**config.mk**
```make
export PLATFORM = sky130hd
export DESIGN_NAME = timer_deadline_table_top
export DESIGN_NICKNAME = d
export VERILOG_FILES = /design/src/tdt_pkg.sv /design/src/tdt_ram.sv /design/src/timer_deadline_table_top.sv
export SDC_FILE = /design/constraint.sdc
export NUM_CORES = 2
export LEC_CHECK = 0
export BUFFER_PORTS_ARGS = -buffer_cell sky130_fd_sc_hd__buf_2
export CAP_MARGIN = 5
export CORE_MARGIN = 1.5
export CORE_UTILIZATION = 35
export CTS_CLUSTER_SIZE = 28
export DETAILED_ROUTE_END_ITERATION = 7
export PLACE_DENSITY = 0.48
export SLEW_MARGIN = 0
export SYNTH_ARGS = -nofsm -noshare
export SYNTH_HDL_FRONTEND = slang
export SYNTH_SLANG_ARGS = --single-unit
```
**constraint.sdc**
```tcl
create_clock -name clk -period 10.6 [get_ports clk]
set_clock_uncertainty 0.2 [all_clocks]
set_input_delay 0.53 -clock clk [delete_from_list [all_inputs] [get_ports clk]]
set_output_delay 0.53 -clock clk [all_outputs]
set_load 0.02 [all_outputs]
```
**src/tdt_pkg.sv**
```systemverilog
package tdt_pkg;

    localparam int SLOTS  = 16;
    localparam int SLOT_W = (SLOTS > 1) ? $clog2(SLOTS) : 1;
    localparam int CNT_W  = SLOT_W + 1;
    localparam int DL_W   = 63;
    localparam int PER_W  = 40;
    localparam int SEQ_W  = 32;
    localparam int PS_W   = SEQ_W + PER_W;

    localparam logic [1:0] CMD_ADD    = 2'd0;
    localparam logic [1:0] CMD_CANCEL = 2'd1;
    localparam logic [1:0] CMD_TICK   = 2'd2;

    localparam logic [2:0] KIND_ADDED     = 3'd0;
    localparam logic [2:0] KIND_FULL      = 3'd1;
    localparam logic [2:0] KIND_CANCELLED = 3'd2;
    localparam logic [2:0] KIND_MISS      = 3'd3;
    localparam logic [2:0] KIND_EXPIRED   = 3'd4;
    localparam logic [2:0] KIND_TICK_DONE = 3'd5;

    typedef enum logic [2:0] {
        ST_IDLE,
        ST_CANCEL,
        ST_DUE,
        ST_PICK,
        ST_EXPIRE,
        ST_REMAIN,
        ST_DONE
    } state_t;

endpackage

```
**src/tdt_ram.sv**
```systemverilog
module tdt_ram #(
    parameter int WIDTH = 8,
    parameter int DEPTH = 16
) (
    input  logic                     clk,
    input  logic                     we,
    input  logic [$clog2(DEPTH)-1:0] waddr,
    input  logic [WIDTH-1:0]         wdata,
    input  logic [$clog2(DEPTH)-1:0] raddr,
    output logic [WIDTH-1:0]         rdata
);

    logic [WIDTH-1:0] mem [DEPTH];

    always_ff @(posedge clk)
    begin
        if (we)
        begin
            mem[waddr] <= wdata;
        end
        rdata <= mem[raddr];
    end

endmodule

```
**src/timer_deadline_table_top.sv**
```systemverilog
// Timer table of SLOTS slots held in two RAMs with registered read data, with
// the armed and repeating flags in flip-flops. A word is taken when start is
// high and busy is low; results appear one per cycle-strobe on valid and
// cannot be held off. An add answers straight from the idle state; a cancel
// first makes one RAM read and answers from ST_CANCEL. A tick makes one pass
// over the RAM to mark due slots, then one pass per expiry to find the
// earliest due slot plus a last pass that finds none, then a final pass for
// the earliest remaining deadline. The passes run one after another through
// the shared RAM read address.
module timer_deadline_table_top
    import tdt_pkg::*;
(
    input  logic        clk,
    input  logic        rst_n,
    input  logic        start,
    output logic        busy,
    input  logic [1:0]  cmd,
    input  logic [62:0] when_us,
    input  logic [39:0] interval_us,
    input  logic [3:0]  cancel_slot,
    input  logic [31:0] cancel_seq,
    input  logic [62:0] now_us,
    output logic        valid,
    output logic [2:0]  kind,
    output logic [3:0]  slot,
    output logic [31:0] seq,
    output logic [62:0] deadline_us,
    output logic        next_valid,
    output logic        last
);

    state_t state_reg, state_next;
    logic [CNT_W-1:0]  cnt_reg, cnt_next;
    logic              rdv_reg, rdv_next;
    logic [SLOT_W-1:0] rdidx_reg, rdidx_next;
    logic [SLOTS-1:0]  armed_reg, armed_next;
    logic [SLOTS-1:0]  rep_reg, rep_next;
    logic [SLOTS-1:0]  due_reg, due_next;
    logic              found_reg, found_next;
    logic [SLOT_W-1:0] bidx_reg, bidx_next;
    logic [DL_W-1:0]   bdl_reg, bdl_next;
    logic [SEQ_W-1:0]  bseq_reg, bseq_next;
    logic [PER_W-1:0]  bper_reg, bper_next;
    logic [DL_W-1:0]   now_reg, now_next;
    logic [3:0]        cs_reg, cs_next;
    logic [SEQ_W-1:0]  cq_reg, cq_next;
    logic              csok_reg, csok_next;
    logic [SEQ_W-1:0]  nseq_reg, nseq_next;

    logic              valid_reg, valid_next;
    logic [2:0]        kind_reg, kind_next;
    logic [3:0]        slot_reg, slot_next;
    logic [SEQ_W-1:0]  seq_reg, seq_next;
    logic [DL_W-1:0]   dl_reg, dl_next;
    logic              last_reg, last_next;
    logic              nv_reg;

    logic              dl_we, ps_we;
    logic [SLOT_W-1:0] waddr, raddr;
    logic [DL_W-1:0]   dl_wdata, rd_dl;
    logic [PS_W-1:0]   ps_wdata, rd_ps;

    logic              have_free;
    logic [SLOT_W-1:0] free_idx;
    logic [DL_W:0]     rearm_sum;

    tdt_ram #(.WIDTH(DL_W), .DEPTH(SLOTS)) u_dl_ram (
        .clk   (clk),
        .we    (dl_we),
        .waddr (waddr),
        .wdata (dl_wdata),
        .raddr (raddr),
        .rdata (rd_dl)
    );

    tdt_ram #(.WIDTH(PS_W), .DEPTH(SLOTS)) u_ps_ram (
        .clk   (clk),
        .we    (ps_we),
        .waddr (waddr),
        .wdata (ps_wdata),
        .raddr (raddr),
        .rdata (rd_ps)
    );

    // Lowest free slot; the loop walks down so the lowest index wins.
    always_comb
    begin
        have_free = 1'b0;
        free_idx  = '0;
        for (int i = SLOTS - 1; i >= 0; i--)
        begin
            if (!armed_reg[i])
            begin
                have_free = 1'b1;
                free_idx  = SLOT_W'(i);
            end
        end
    end

    assign rearm_sum = {1'b0, now_reg} + {{(DL_W + 1 - PER_W){1'b0}}, bper_reg};

    always_comb
    begin
        state_next = state_reg;
        cnt_next   = cnt_reg;
        rdv_next   = 1'b0;
        rdidx_next = rdidx_reg;
        armed_next = armed_reg;
        rep_next   = rep_reg;
        due_next   = due_reg;
        found_next = found_reg;
        bidx_next  = bidx_reg;
        bdl_next   = bdl_reg;
        bseq_next  = bseq_reg;
        bper_next  = bper_reg;
        now_next   = now_reg;
        cs_next    = cs_reg;
        cq_next    = cq_reg;
        csok_next  = csok_reg;
        nseq_next  = nseq_reg;
        valid_next = 1'b0;
        kind_next  = kind_reg;
        slot_next  = slot_reg;
        seq_next   = seq_reg;
        dl_next    = dl_reg;
        last_next  = 1'b0;
        dl_we      = 1'b0;
        ps_we      = 1'b0;
        waddr      = free_idx;
        dl_wdata   = when_us;
        ps_wdata   = {nseq_reg, interval_us};
        raddr      = cnt_reg[SLOT_W-1:0];

        // Shared scan: issue one read a cycle, data comes back in the next cycle.
        if (state_reg == ST_DUE || state_reg == ST_PICK || state_reg == ST_REMAIN)
        begin
            if (cnt_reg < CNT_W'(SLOTS))
            begin
                rdv_next   = 1'b1;
                rdidx_next = cnt_reg[SLOT_W-1:0];
                cnt_next   = cnt_reg + 1'b1;
            end
        end

        unique case (state_reg)
            ST_IDLE:
            begin
                raddr = SLOT_W'(cancel_slot);
                if (start)
                begin
                    unique case (cmd)
                        CMD_ADD:
                        begin
                            valid_next = 1'b1;
                            last_next  = 1'b1;
                            dl_next    = '0;
                            if (have_free)
                            begin
                                dl_we               = 1'b1;
                                ps_we               = 1'b1;
                                armed_next[free_idx] = 1'b1;
                                rep_next[free_idx]   = (interval_us != '0);
                                kind_next           = KIND_ADDED;
                                slot_next           = 4'(free_idx);
                                seq_next            = nseq_reg;
                                nseq_next           = nseq_reg + 1'b1;
                            end
                            else
                            begin
                                kind_next = KIND_FULL;
                                slot_next = '0;
                                seq_next  = '0;
                            end
                        end
                        CMD_CANCEL:
                        begin
                            cs_next    = cancel_slot;
                            cq_next    = cancel_seq;
                            csok_next  = (32'(cancel_slot) < SLOTS);
                            state_next = ST_CANCEL;
                        end
                        CMD_TICK:
                        begin
                            now_next   = now_us;
                            cnt_next   = '0;
                            due_next   = '0;
                            state_next = ST_DUE;
                        end
                        default:
                        begin
                        end
                    endcase
                end
            end
            ST_CANCEL:
            begin
                valid_next = 1'b1;
                last_next  = 1'b1;
                slot_next  = cs_reg;
                seq_next   = cq_reg;
                dl_next    = '0;
                if (csok_reg && armed_reg[SLOT_W'(cs_reg)]
                    && rd_ps[PS_W-1:PER_W] == cq_reg)
                begin
                    armed_next[SLOT_W'(cs_reg)] = 1'b0;
                    kind_next = KIND_CANCELLED;
                end
                else
                begin
                    kind_next = KIND_MISS;
                end
                state_next = ST_IDLE;
            end
            ST_DUE:
            begin
                if (rdv_reg)
                begin
                    due_next[rdidx_reg] = armed_reg[rdidx_reg] && (rd_dl <= now_reg);
                end
                if (cnt_reg == CNT_W'(SLOTS) && !rdv_reg)
                begin
                    cnt_next   = '0;
                    found_next = 1'b0;
                    state_next = ST_PICK;
                end
            end
            ST_PICK:
            begin
                if (rdv_reg && due_reg[rdidx_reg] && (!found_reg || rd_dl < bdl_reg))
                begin
                    found_next = 1'b1;
                    bidx_next  = rdidx_reg;
                    bdl_next   = rd_dl;
                    bseq_next  = rd_ps[PS_W-1:PER_W];
                    bper_next  = rd_ps[PER_W-1:0];
                end
                if (cnt_reg == CNT_W'(SLOTS) && !rdv_reg)
                begin
                    cnt_next   = '0;
                    state_next = found_reg ? ST_EXPIRE : ST_REMAIN;
                    found_next = 1'b0;
                end
            end
            ST_EXPIRE:
            begin
                valid_next          = 1'b1;
                kind_next           = KIND_EXPIRED;
                slot_next           = 4'(bidx_reg);
                seq_next            = bseq_reg;
                dl_next             = bdl_reg;
                due_next[bidx_reg]  = 1'b0;
                waddr               = bidx_reg;
                // Re-arm saturates at the largest representable deadline.
                dl_wdata            = rearm_sum[DL_W] ? {DL_W{1'b1}} : rearm_sum[DL_W-1:0];
                if (bper_reg != '0)
                begin
                    dl_we = 1'b1;
                end
                else
                begin
                    armed_next[bidx_reg] = 1'b0;
                end
                cnt_next   = '0;
                found_next = 1'b0;
                state_next = ST_PICK;
            end
            ST_REMAIN:
            begin
                if (rdv_reg && armed_reg[rdidx_reg] && (!found_reg || rd_dl < bdl_reg))
                begin
                    found_next = 1'b1;
                    bdl_next   = rd_dl;
                end
                if (cnt_reg == CNT_W'(SLOTS) && !rdv_reg)
                begin
                    state_next = ST_DONE;
                end
            end
            ST_DONE:
            begin
                valid_next = 1'b1;
                last_next  = 1'b1;
                kind_next  = KIND_TICK_DONE;
                slot_next  = '0;
                seq_next   = '0;
                dl_next    = found_reg ? bdl_reg : '0;
                state_next = ST_IDLE;
            end
            default:
            begin
                state_next = ST_IDLE;
            end
        endcase
    end

    always_ff @(posedge clk or negedge rst_n)
    begin
        if (!rst_n)
        begin
            state_reg <= ST_IDLE;
            cnt_reg   <= '0;
            rdv_reg   <= 1'b0;
            armed_reg <= '0;
            rep_reg   <= '0;
            due_reg   <= '0;
            found_reg <= 1'b0;
            nseq_reg  <= SEQ_W'(1);
            valid_reg <= 1'b0;
            last_reg  <= 1'b0;
            nv_reg    <= 1'b0;
        end
        else
        begin
            state_reg <= state_next;
            cnt_reg   <= cnt_next;
            rdv_reg   <= rdv_next;
            armed_reg <= armed_next;
            rep_reg   <= rep_next;
            due_reg   <= due_next;
            found_reg <= found_next;
            nseq_reg  <= nseq_next;
            valid_reg <= valid_next;
            last_reg  <= last_next;
            // Due one-shot slots still to be reported will be freed, so they
            // already count as gone.
            nv_reg    <= |(armed_next & ~(due_next & ~rep_next));
        end
    end

    always_ff @(posedge clk)
    begin
        rdidx_reg <= rdidx_next;
        bidx_reg  <= bidx_next;
        bdl_reg   <= bdl_next;
        bseq_reg  <= bseq_next;
        bper_reg  <= bper_next;
        now_reg   <= now_next;
        cs_reg    <= cs_next;
        cq_reg    <= cq_next;
        csok_reg  <= csok_next;
        kind_reg  <= kind_next;
        slot_reg  <= slot_next;
        seq_reg   <= seq_next;
        dl_reg    <= dl_next;
    end

    assign busy        = (state_reg != ST_IDLE);
    assign valid       = valid_reg;
    assign kind        = kind_reg;
    assign slot        = slot_reg;
    assign seq         = seq_reg;
    assign deadline_us = dl_reg;
    assign next_valid  = nv_reg;
    assign last        = last_reg;

endmodule

```
==> impl_metrics.tcl <==
set metrics [dict create \
    max_freq_mhz 175 \
    first_pass_iters 8 \
    htree_levels 5 \
    grtUsageTotal 0.199 \
    period_needed_ps 5700 \
    cts_buffers 306 \
    drv_slew 0 \
    top_regs "u_ps_ram.mem (1152), u_dl_ram.mem (1008), u_ps_ram.rdata (72)" \
    path_clk_slew_ps 60 \
    cts_tree "built" \
    p_per_area_nw_per_um2 251 \
    async_flop_share 0.0340 \
    post_cts_buffers 0 \
    worst_pin_slew_ps 1380 \
    largest_reg_flops 1152 \
    clock_tree.root_cell "clkbuf_16" \
    netlist_area_um2 109000 \
    cellLeakagePower_nw 42.8 \
    route.detailed.drc 108 \
    hold_buffers 145 \
    synth_edf_count 2504 \
    die_x_um 560 \
    ys_ff_latch 2732 \
    final_nets 6931 \
    cap_viol_max_count 0 \
    max_flop_register "u_ps_ram.mem" \
    io_buffers 312 \
    power_w 0.0318 \
    antenna_found_initial 40 \
    cts.sinks 2732 \
    violations "design-rule violations" \
    via_per_inst 5.39 \
    min_period_over_period 0.538 \
    slew-limit-headroom 0.0799 \
    initial_core_util 0.352 \
    rows 204 \
    synth_cell_type_count 97 \
    antenna_left 0 \
    place_congestion 0.884 \
    cts.path.max_buffers 4 \
    utilization 0.411 \
    vias 58900 \
    dieArea_um2 314000 \
    tns_ps 0 \
    ctsResizeCount 0 \
    finalInstanceArea_um2 127000 \
    worstSetupEndpointType "register" \
    grt_max_degree 129 \
    die_h_um 560 \
    clk_latency_ps 900 \
    synth_top_flop_cell "edfxtp_1" \
    cp.required_ps 10920 \
    synth_warnings 0 \
    core_area_um2 309000 \
    ir_drop_uv 271 \
    startpoint_type "register" \
    overflow 0 \
    path_class "register to register" \
    rsz0062_at_grt "no" \
    wl_mm 317 \
    grt_pass1_vias 59800 \
    syn_avg_cell_area_um2 18.3 \
    hold_viol 0 \
    hold_path.class "input port to register" \
    worstPathArrival_ps 6020 \
    outcome "finished, violations left" \
    path_max_fanout 16 \
    fillers 27800 \
    io_pins 313 \
    ys_seq_area_frac 0.738 \
    final_layout_size_suffix_gt1_frac 0.225 \
    synth_fp_nets 6319 \
    synthCells 5940 \
    wl_per_cell_um 29.0 \
    dp_hpwl_mm 184 \
    area_growth_pct 16.8 \
    first_iter_violations 5573 \
    final-setup-viol-count 0 \
    dpl-instance-area_um2 116000 \
    grt_pass1_wl_mm 448 \
]
==> critical path, cell delays in order (launching register included) <==
cell and delay [ps]:
edfxtp_1 370, ha_1 180, inv_1 50, fa_1 390, nand2b_1 160, a21boi_0 240
o21ai_0 180, a211oi_1 510, o21ai_0 300, a21oi_1 510, o2111ai_2 550, a211oi_1 600
xnor2_1 130, a21oi_1 940
==> Yosys cell counts, drive strengths merged, types with 8 or more instances <==
cell type	n	area, µm²
nor3	33	193
or2	8	50.1
inv	193	724
mux4	554	12500
a31oi	160	1010
and3	23	144
xnor2	87	762
ha	171	2140
a21boi	9	67.6
mux2	16	184
a211oi	149	1120
a21o	63	473
o21bai	9	67.6
nor4	38	259
dfrtp	92	2300
nand2	432	1620
nor2b	19	119
o211ai	16	120
a21oi	142	722
clkbuf	197	742
mux2i	11	110
a221oi	8	70.1
o21a	11	82.6
xor2	27	236
nor2	158	598
edfxtp	2504	75200
a222oi	35	350
dfxtp	135	2700
nand3	54	288
o21ai	78	394
o31ai	32	254
buf	88	403
nand2b	19	119
and2	207	1290
nand4	56	350
==> area by class of cell <==
| cell class | instances | area [µm²] | share of cell area |
|---|---|---|---|
| Sequential cell | 2732 | 80200 | 0.632 |
| Multi-Input combinational cell | 2730 | 27000 | 0.212 |
| Clock buffer | 418 | 8480 | 0.0668 |
| Tap cell | 4120 | 5150 | 0.0406 |
| Timing Repair Buffer | 589 | 4170 | 0.0329 |
| Clock inverter | 142 | 1230 | 0.00969 |
| Inverter | 193 | 727 | 0.00573 |
| Antenna cell | 10 | 25.0 | 0.000197 |
==> worst paths after layout <==
path | cells after the start | slack, ps | from | to
worst max-delay path | 13 | 4900 | now_reg[0] | u_dl_ram.mem[13][42]
min in group asynchronous | 4 | 540 | rst_n | rdv_reg
worst min-delay path | 3 | 80 | start | now_reg[59]
max in group asynchronous | 4 | 8730 | rst_n | nseq_reg[14]
worst max register to register | 13 | 4900 | now_reg[0] | u_dl_ram.mem[13][42]
worst min register to register | 0 | 180 | u_ps_ram.rdata[31] | bper_reg[31]
==> logic make-up after synthesis <==
| logic type | count (synthesis) | synth area share |
|---|---|---|
| simple gates | 1082 | 0.0489 |
| fa+ha+maj | 172 | 0.0199 |
| mux | 581 | 0.118 |
| buf+inv | 478 | 0.0172 |
| compound gates | 781 | 0.0492 |
| flops | 2732 | 0.738 |
| xor+xnor | 114 | 0.00919 |
==> layer usage <==
metal  vias up  global-route usage  wire [µm]
met1     31400               0.283     142000
met4        28              0.0537       8180
met5         -                   0        171
met3       438              0.0329      19400
li1      25200                   -          -
met2      1916               0.316     148000
==> cells in the final DEF, fill, tap and decap left out, drive strengths merged, types with 63 or more instances in the layout <==
master	instances
a31oi	160
dfxtp	135
xnor2	87
a21o	63
clkbuf	418
ha	171
dlygate4sd3	146
a211oi	149
inv	204
a21oi	142
nor2	158
buf	443
clkinv	108
o21ai	78
and2	207
edfxtp	2504
nand2	432
dfrtp	92
mux4	554
==> stage by stage <==
step,hold WS [ps],setup WS (ps),std cells
5_1_grt,55.0,4610,10900
4_1_cts,4.60,4840,10900
2_1_floorplan,34.4,1800,5940
3_5_place_dp,201,4890,10200
6_report,80.4,4900,10900
3_3_place_gp,192,4950,10200
==> power by group <==
group	leakage (nW)	total, W	switching (W)	internal, W
Clock	4.76	0.0103	0.00431	0.00600
Sequential	25.0	0.0133	0.000680	0.0126
Combinational	13.0	0.00822	0.00479	0.00343
Total	42.8	0.0318	0.00978	0.0220
Note: power is estimated with default switching activity, not from simulation.
